`src/hw/rtl/gwvp_pkg.sv`:
```
// ----------------------------------------------------------------------------
// gwvp_pkg
// Shared types, constants and helpers for the grid walker step core.
// ----------------------------------------------------------------------------
package gwvp_pkg;

  localparam int GRID_COLS   = 32;
  localparam int GRID_ROWS   = 16;
  localparam int STORE_DEPTH = 512;
  localparam int ADDR_W      = 9;
  localparam int KIND_W      = 2;
  localparam int CNT_W       = 16;
  localparam int NUM_DIRS    = 4;

  localparam int GRID_CELLS  = GRID_COLS * GRID_ROWS;
  localparam int GRID_LIMIT  = (GRID_CELLS < STORE_DEPTH) ? GRID_CELLS : STORE_DEPTH;

  localparam int COL_W = (GRID_COLS > 1) ? $clog2(GRID_COLS) : 1;
  localparam int ROW_W = $clog2((STORE_DEPTH - 1) / GRID_COLS + 1);

  // twice a count plus a distance across the whole store
  localparam int SCORE_W = CNT_W + 2;
  localparam logic [SCORE_W-1:0] SCORE_LIMIT = SCORE_W'(10000);
  localparam logic [CNT_W-1:0]   COUNT_MAX   = '1;

  // reciprocal for index / GRID_COLS, exact for every 9-bit index
  localparam int DIV_SHIFT = 18;
  localparam int DIV_RECIP = ((1 << DIV_SHIFT) + GRID_COLS - 1) / GRID_COLS;
  localparam int PROD_W    = ADDR_W + DIV_SHIFT;

  localparam logic [ADDR_W-1:0] WALKER_RESET = ADDR_W'(1);

  typedef enum logic [KIND_W-1:0] {
    KIND_OPEN = 2'd0,
    KIND_WALL = 2'd1,
    KIND_MARK = 2'd2,
    KIND_GOAL = 2'd3
  } kind_e;

  typedef enum logic {
    REQ_LOAD = 1'b0,
    REQ_STEP = 1'b1
  } req_e;

  typedef enum logic [1:0] {
    DIR_RIGHT = 2'd0,
    DIR_LEFT  = 2'd1,
    DIR_DOWN  = 2'd2,
    DIR_UP    = 2'd3
  } dir_e;

  typedef struct packed {
    logic [ADDR_W-1:0] idx;
    logic [ROW_W-1:0]  row;
    logic [COL_W-1:0]  col;
    logic              ok;
  } cand_t;

  typedef cand_t [NUM_DIRS-1:0] cand_vec_t;

  typedef struct packed {
    logic              kind_we;
    logic [ADDR_W-1:0] kind_addr;
    kind_e             kind_data;
    logic              cnt_we;
    logic [ADDR_W-1:0] cnt_addr;
    logic [CNT_W-1:0]  cnt_data;
  } st_wr_t;

  typedef struct packed {
    logic              found;
    logic [ADDR_W-1:0] idx;
    logic [ROW_W-1:0]  row;
    logic [COL_W-1:0]  col;
    kind_e             kind;
    logic [CNT_W-1:0]  cnt;
  } sel_t;

  // neighbour of a cell in one direction; row ends wrap on the linear index
  function automatic cand_t neighbour(input dir_e dir, input logic [ADDR_W-1:0] pos,
                                      input logic [ROW_W-1:0] row,
                                      input logic [COL_W-1:0] col);
    cand_t         c;
    logic [ADDR_W:0] wide;
    c    = '{idx: pos, row: row, col: col, ok: 1'b0};
    wide = '0;
    case (dir)
      DIR_RIGHT: begin
        wide  = {1'b0, pos} + (ADDR_W+1)'(1);
        c.idx = wide[ADDR_W-1:0];
        c.ok  = wide < (ADDR_W+1)'(GRID_LIMIT);
        if (col == COL_W'(GRID_COLS - 1)) begin
          c.row = row + ROW_W'(1);
          c.col = '0;
        end else begin
          c.col = col + COL_W'(1);
        end
      end
      DIR_LEFT: begin
        c.idx = pos - ADDR_W'(1);
        c.ok  = pos != '0;
        if (col == '0) begin
          c.row = row - ROW_W'(1);
          c.col = COL_W'(GRID_COLS - 1);
        end else begin
          c.col = col - COL_W'(1);
        end
      end
      DIR_DOWN: begin
        wide  = {1'b0, pos} + (ADDR_W+1)'(GRID_COLS);
        c.idx = wide[ADDR_W-1:0];
        c.ok  = wide < (ADDR_W+1)'(GRID_LIMIT);
        c.row = row + ROW_W'(1);
      end
      DIR_UP: begin
        c.idx = pos - ADDR_W'(GRID_COLS);
        c.ok  = pos >= ADDR_W'(GRID_COLS);
        c.row = row - ROW_W'(1);
      end
      default: begin
        c.ok = 1'b0;
      end
    endcase
    return c;
  endfunction

  function automatic cand_vec_t neighbours(input logic [ADDR_W-1:0] pos,
                                           input logic [ROW_W-1:0] row,
                                           input logic [COL_W-1:0] col);
    cand_vec_t v;
    for (int d = 0; d < NUM_DIRS; d++) begin
      v[d] = neighbour(dir_e'(d), pos, row, col);
    end
    return v;
  endfunction

endpackage

```
`src/hw/rtl/gwvp_select.sv`:
```
// ----------------------------------------------------------------------------
// gwvp_select
// Scores the four neighbours of the walker and picks the cheapest passable
// one; earlier directions win ties.
// ----------------------------------------------------------------------------
module gwvp_select import gwvp_pkg::*; (
  input  cand_vec_t                        cand_i,
  input  kind_e [NUM_DIRS-1:0]             kind_i,
  input  logic  [NUM_DIRS-1:0][CNT_W-1:0]  cnt_i,
  input  logic  [ROW_W-1:0]                goal_row_i,
  input  logic  [COL_W-1:0]                goal_col_i,
  output sel_t                             sel_o
);

  logic [NUM_DIRS-1:0][SCORE_W-1:0] score;
  logic [NUM_DIRS-1:0]              pass;
  logic [SCORE_W-1:0]               best;
  logic [CNT_W-1:0]                 win_cnt;

  always_comb begin
    for (int d = 0; d < NUM_DIRS; d++) begin
      logic [ROW_W-1:0] dr;
      logic [COL_W-1:0] dc;
      dr = (cand_i[d].row > goal_row_i) ? cand_i[d].row - goal_row_i
                                        : goal_row_i - cand_i[d].row;
      dc = (cand_i[d].col > goal_col_i) ? cand_i[d].col - goal_col_i
                                        : goal_col_i - cand_i[d].col;
      score[d] = {1'b0, cnt_i[d], 1'b0} + SCORE_W'(dr) + SCORE_W'(dc);
      pass[d]  = cand_i[d].ok && (kind_i[d] == KIND_OPEN || kind_i[d] == KIND_GOAL);
    end
  end

  always_comb begin
    best        = SCORE_LIMIT;
    sel_o.found = 1'b0;
    sel_o.idx   = cand_i[0].idx;
    sel_o.row   = cand_i[0].row;
    sel_o.col   = cand_i[0].col;
    sel_o.kind  = kind_i[0];
    win_cnt     = cnt_i[0];
    for (int d = 0; d < NUM_DIRS; d++) begin
      if (pass[d] && score[d] < best) begin
        best        = score[d];
        sel_o.found = 1'b1;
        sel_o.idx   = cand_i[d].idx;
        sel_o.row   = cand_i[d].row;
        sel_o.col   = cand_i[d].col;
        sel_o.kind  = kind_i[d];
        win_cnt     = cnt_i[d];
      end
    end
    sel_o.cnt = (win_cnt == COUNT_MAX) ? win_cnt : win_cnt + CNT_W'(1);
  end

endmodule

```
`config.mk`:
```
export PLATFORM = sky130hd
export DESIGN_NAME = gwvp_select
export DESIGN_NICKNAME = d
export VERILOG_FILES = /design/src/hw/rtl/gwvp_pkg.sv /design/src/hw/rtl/gwvp_select.sv
export SDC_FILE = /design/constraint.sdc
export NUM_CORES = 1
export LEC_CHECK = 0
export ABC_AREA = 1
export BUFFER_PORTS_ARGS = -buffer_cell sky130_fd_sc_hd__buf_4
export CAP_MARGIN = 10
export CORE_ASPECT_RATIO = 0.6
export CORE_MARGIN = 8
export CORE_UTILIZATION = 60
export DETAILED_ROUTE_END_ITERATION = 10
export GPL_TIMING_DRIVEN = 0
export PLACE_DENSITY = 0.92
export SLEW_MARGIN = 25
export SYNTH_ARGS = -nofsm -noshare
export SYNTH_HDL_FRONTEND = slang
export SYNTH_SLANG_ARGS = --single-unit
```
`constraint.sdc`:
```
create_clock -name vclk -period 22.9
set_input_delay 2.29 -clock vclk [all_inputs]
set_output_delay 2.29 -clock vclk [all_outputs]
set_load 0.03 [all_outputs]
```
## Yosys cells after proc, flatten, opt, wreduce, memory -nomap -nowiden

Cells that the tools add are included.

| word-level totals | value |
|---|---|
| bits in registers | 0 |
| bits of input ports | 157 |
| output and inout bits | 37 |

| cells by class | value |
|---|---|
| add/sub/neg operators | 25 |
| $lt $le $gt $ge | 12 |
| equality and inequality tests | 5 |
| multiplexer cells | 19 |
| reduce and logical (&&, ||, !) cells | 16 |

Operator list:

| cell | number |
|---|---|
| 21-bit two-way mux | 4 |
| 17-bit by 4-bit adder with 18-bit output | 4 |
| 18-bit by 5-bit adder with 18-bit output | 4 |
| 16-bit two-way mux | 4 |
| 18-bit < comparator | 3 |
| 18-bit two-way mux | 3 |
| 5-bit subtractor | 8 |
| 4-bit subtractor | 8 |
| 5-bit greater-than comparator | 4 |
| 5-bit two-way mux | 4 |
| 18-bit by 14-bit < comparator with 1-bit output (second input constant) | 1 |
| 16-bit by 1-bit adder with 16-bit output (second input constant) | 1 |
| 16-bit == test (second input constant) | 1 |
| 4-bit greater-than comparator | 4 |
| 4-bit two-way mux | 4 |
| 2-bit == test (second input constant) | 4 |
| 1-bit logical AND | 8 |
| 2-bit logical NOT | 4 |
| 1-bit logical OR | 4 |

## Logic depth before layout (Yosys ltp)

| depth | value |
|---|---|
| depth after elaboration | 18 |
| gate-level depth with buffers | 77 |
| gate-level depth less buffers | 70 |

## Worst setup path before layout

No wires, ideal clock.

| timing path | value |
|---|---|
| kind | in2out |
| start | input port cand_i[3] (netlist bit) |
| end | output port sel_o[18] (netlist bit) |
| arrival | 13012 ps |
| required time | 20610 ps |
| setup slack | 7598 ps |
| cell stages on the path | 60 |
| buffers on the path | 10 |
| cell sequence | inv_1 -> ha_1 -> a21oi_1 -> o21ai_0 -> a21oi_1 -> nor2_1 -> o21ai_1 -> mux2_2 -> xnor2_1 -> inv_1 -> fa_1 -> ha_1 -> buf_2 -> nand3_1 -> nand2_1 -> nand2_1 -> nand2_2 -> nand2_1 -> (+24 left out) -> clkbuf_1 -> clkbuf_1 -> clkbuf_1 -> nand2_1 -> o21ai_0 -> ha_1 -> a21oi_1 -> o21ai_0 -> a21oi_1 -> nor2_1 -> o21bai_1 -> a21oi_1 -> nor4_1 -> nand2_4 -> buf_4 -> buf_4 -> clkbuf_1 -> o21ai_0 |

RTL lines:

| element | RTL line | source |
|---|---|---|
| from (decl) | gwvp_select.sv:7 | `input cand_vec_t cand_i,` |
| to (decl) | gwvp_select.sv:12 | `output sel_t sel_o` |

==> results.txt <==
register area: 0 µm²
Initial Utilization: 61.0%
Final Non-Filler Cells: 1762
die width: 168 µm
DRT Pass-1 Iters: 7
clock buffers: 0
detailed placement HPWL: 26.1 mm
period utilization: 81.7%
die span in y: 107 µm
critical path class: input pin to primary output
synth unique cells: 47
multiplexer share of the synthesized area: 2.46%
gp weighted congestion: 0.971
sequential cell count: 0
Slew Limit Fails: 0
adder-cell area share of the yosys netlist: 29.2%
Vias: 9980
RSZ-0062 raised after global routing: false
Tmin final: 18710 ps
Rel. slew slack: 41.1%
main combinational cell family by area after synthesis: simple AND/OR/NAND/NOR gates
antenna violations before repair: 0
I/O pin count: 194
synthesis-to-finish area growth: 20.4%
Post-route DRC: 0
vias in the first global route: 9286
Hold Path Class: input pin to primary output
full die area: 18000 µm²
Max VDD drop: 0.0586 mV
DR iter-0 viols: 1248
Worst-Margin Slew: 876 ps
share of cells above drive strength 1: 16.6%
Fin Setup TNS: 0 ps
status: completed
dpl ws: 4600 ps
Worst Path Max Fanout: 10
endpoints failing setup: 0
Avg Synthesized Cell Area: 5.96 µm²
Antenna Cells: 0
largest stage delay on the critical path: 660 ps
final wirelength: 29.6 mm
final net count: 1920
hold buffers post-CTS: 0
Worst setup EP type: primary output
startpoint types: input pin
Post-Synth Simple-Gate Area: 33.9%
Req. time, crit path: 20610 ps
endpoints failing hold: 0
largest net degree at the start of global routing: 11
worst setup margin: 4190 ps
post-DR vias/cell: 5.66
I/O Buffers: 194
PD cells: 51.4 nW/µm²
total gr overflow: 0
fillcell total: 1165
post-CTS sizing: 0
sequential area share after synthesis: 0%
Cells after Synth: 1390
Rows: 33
global-route wire length before repair: 47.3 mm
Antenna Nets Post-Route: 0
XOR/XNOR share of the synthesized area: 5.71%
Leak: 5.66 nW
placed cells: 1762
maximum clock rate: 0.0534 GHz
Worst EP arrival: 16420 ps
routed len/inst: 16.8 µm
Cell Area, Synth: 8290 µm²
CORE AREA: 13600 µm²
Synth warnings: 0
total global-route track usage: 31.7%
post-synthesis compound-gate area fraction: 15.7%
setup bufs post-CTS: 0
CP max-delay cell: nor4_2
CP most frequent cell: nand2_1
# Max-Cap Violations: 0
## where the power goes
group	total (W)	internal [W]	switching (W)	leakage, nW
Sequential	0	0	0	0
Clock	0	0	0	0
Combinational	0.000513	0.000193	0.000319	5.66
Total	0.000513	0.000193	0.000319	5.66
## final timing paths
kind | endpoint | cells after the start | slack (ps) | startpoint
max | sel_o[11] | 68 | 4190 | goal_col_i[1]
min | sel_o[31] | 4 | 4920 | cand_i[71]
## worst max-delay path, delay by kind of cell
kind / cells / cell delay (ps)
fa+ha+maj: 7 / 2290
simple gates: 31 / 4540
mux: 1 / 530
compound gates: 13 / 2390
buf+inv: 16 / 4360
## layer usage
metal / track usage, % / part of all wire [%] / up-vias
met2: 48.9 / 41 / 504
met5: 0 / 0 / -
met4: 4.06 / 1.3 / 0
li1: - / - / 4941
met1: 46.5 / 46 / 4504
met3: 5.06 / 11 / 31
## per-stage QoR
| stage | instance area (µm²) | hold WS [ps] | power (W) | utilization [%] |
|---|---|---|---|---|
| after global routing | 9980 | 4940 | 0.000578 | 73.5 |
| after global placement | 9980 | 4910 | 0.000483 | 73.4 |
| after CTS | 9980 | 4910 | 0.000502 | 73.5 |
| after floorplan | 8300 | 4900 | 0.000356 | - |
| after detailed placement | 9980 | 4910 | 0.000498 | 73.5 |
| final | 9980 | 4920 | 0.000513 | 73.5 |
## logic make-up (layout without fill, tap and decap cells)
kind of cell | count (synthesis) | in the layout
buffers and inverters | 281 | 475
xor gates and xnor gates | 54 | 54
adders and majority gates | 174 | 174
and+or+nand+nor | 628 | 628
other | 1 | 4
AOI/OAI and AO/OA | 233 | 233
muxes | 19 | 19
## cell usage after synthesis (2+ instances only)
cell type  count  area (µm²)
inv_1        242         908
o22ai_1        3        18.8
nand2_4        4        45.0
buf_1          7        26.3
mux2i_1        8        80.1
a31o_2         2        17.5
buf_6          2        22.5
a2111oi_0      2        17.5
xor2_1        43         377
nor4_1         6        37.5
a31oi_1        2        12.5
nand3b_1       7        52.6
nand4_1       21         131
nand3_2       11         110
nor2_4         4        45.0
o211ai_1      28         210
nand2_1      346        1300
nand2_2        9        56.3
clkbuf_1      18        67.6
buf_4          2        15.0
xnor2_1       11        96.3
o21bai_1       3        22.5
nand3_1      119         596
nor2_1        74         278
nor3_1        12        60.1
nor2_2        11        68.8
a211oi_1       3        22.5
buf_2          7        35.0
ha_1         142        1780
mux2_2        11         124
fa_1          32         641
a21oi_1       65         325
or2_2          2        12.5
a221oi_1       2        17.5
o21ai_0      116         581
inv_2          2        7.51
## cell usage in the layout, fill, tap and decap left out, drive strengths merged, types with 12 or more instances in the layout
cell type / instances
nand3: 130
o211ai: 28
xor2: 43
fa: 32
inv: 244
nand4: 21
o21ai: 117
nor3: 12
ha: 142
nor2: 89
a21oi: 66
buf: 212
clkbuf: 18
nand2: 359
## cell type report
type	instances	area, µm²	area share [%]
well taps	175	219	2.19
inverters	245	920	9.21
repair buffers	194	1460	14.6
multi-input cells	1112	7220	72.3
plain buffers	36	166	1.67
Power figures use the tool's default switching activity.
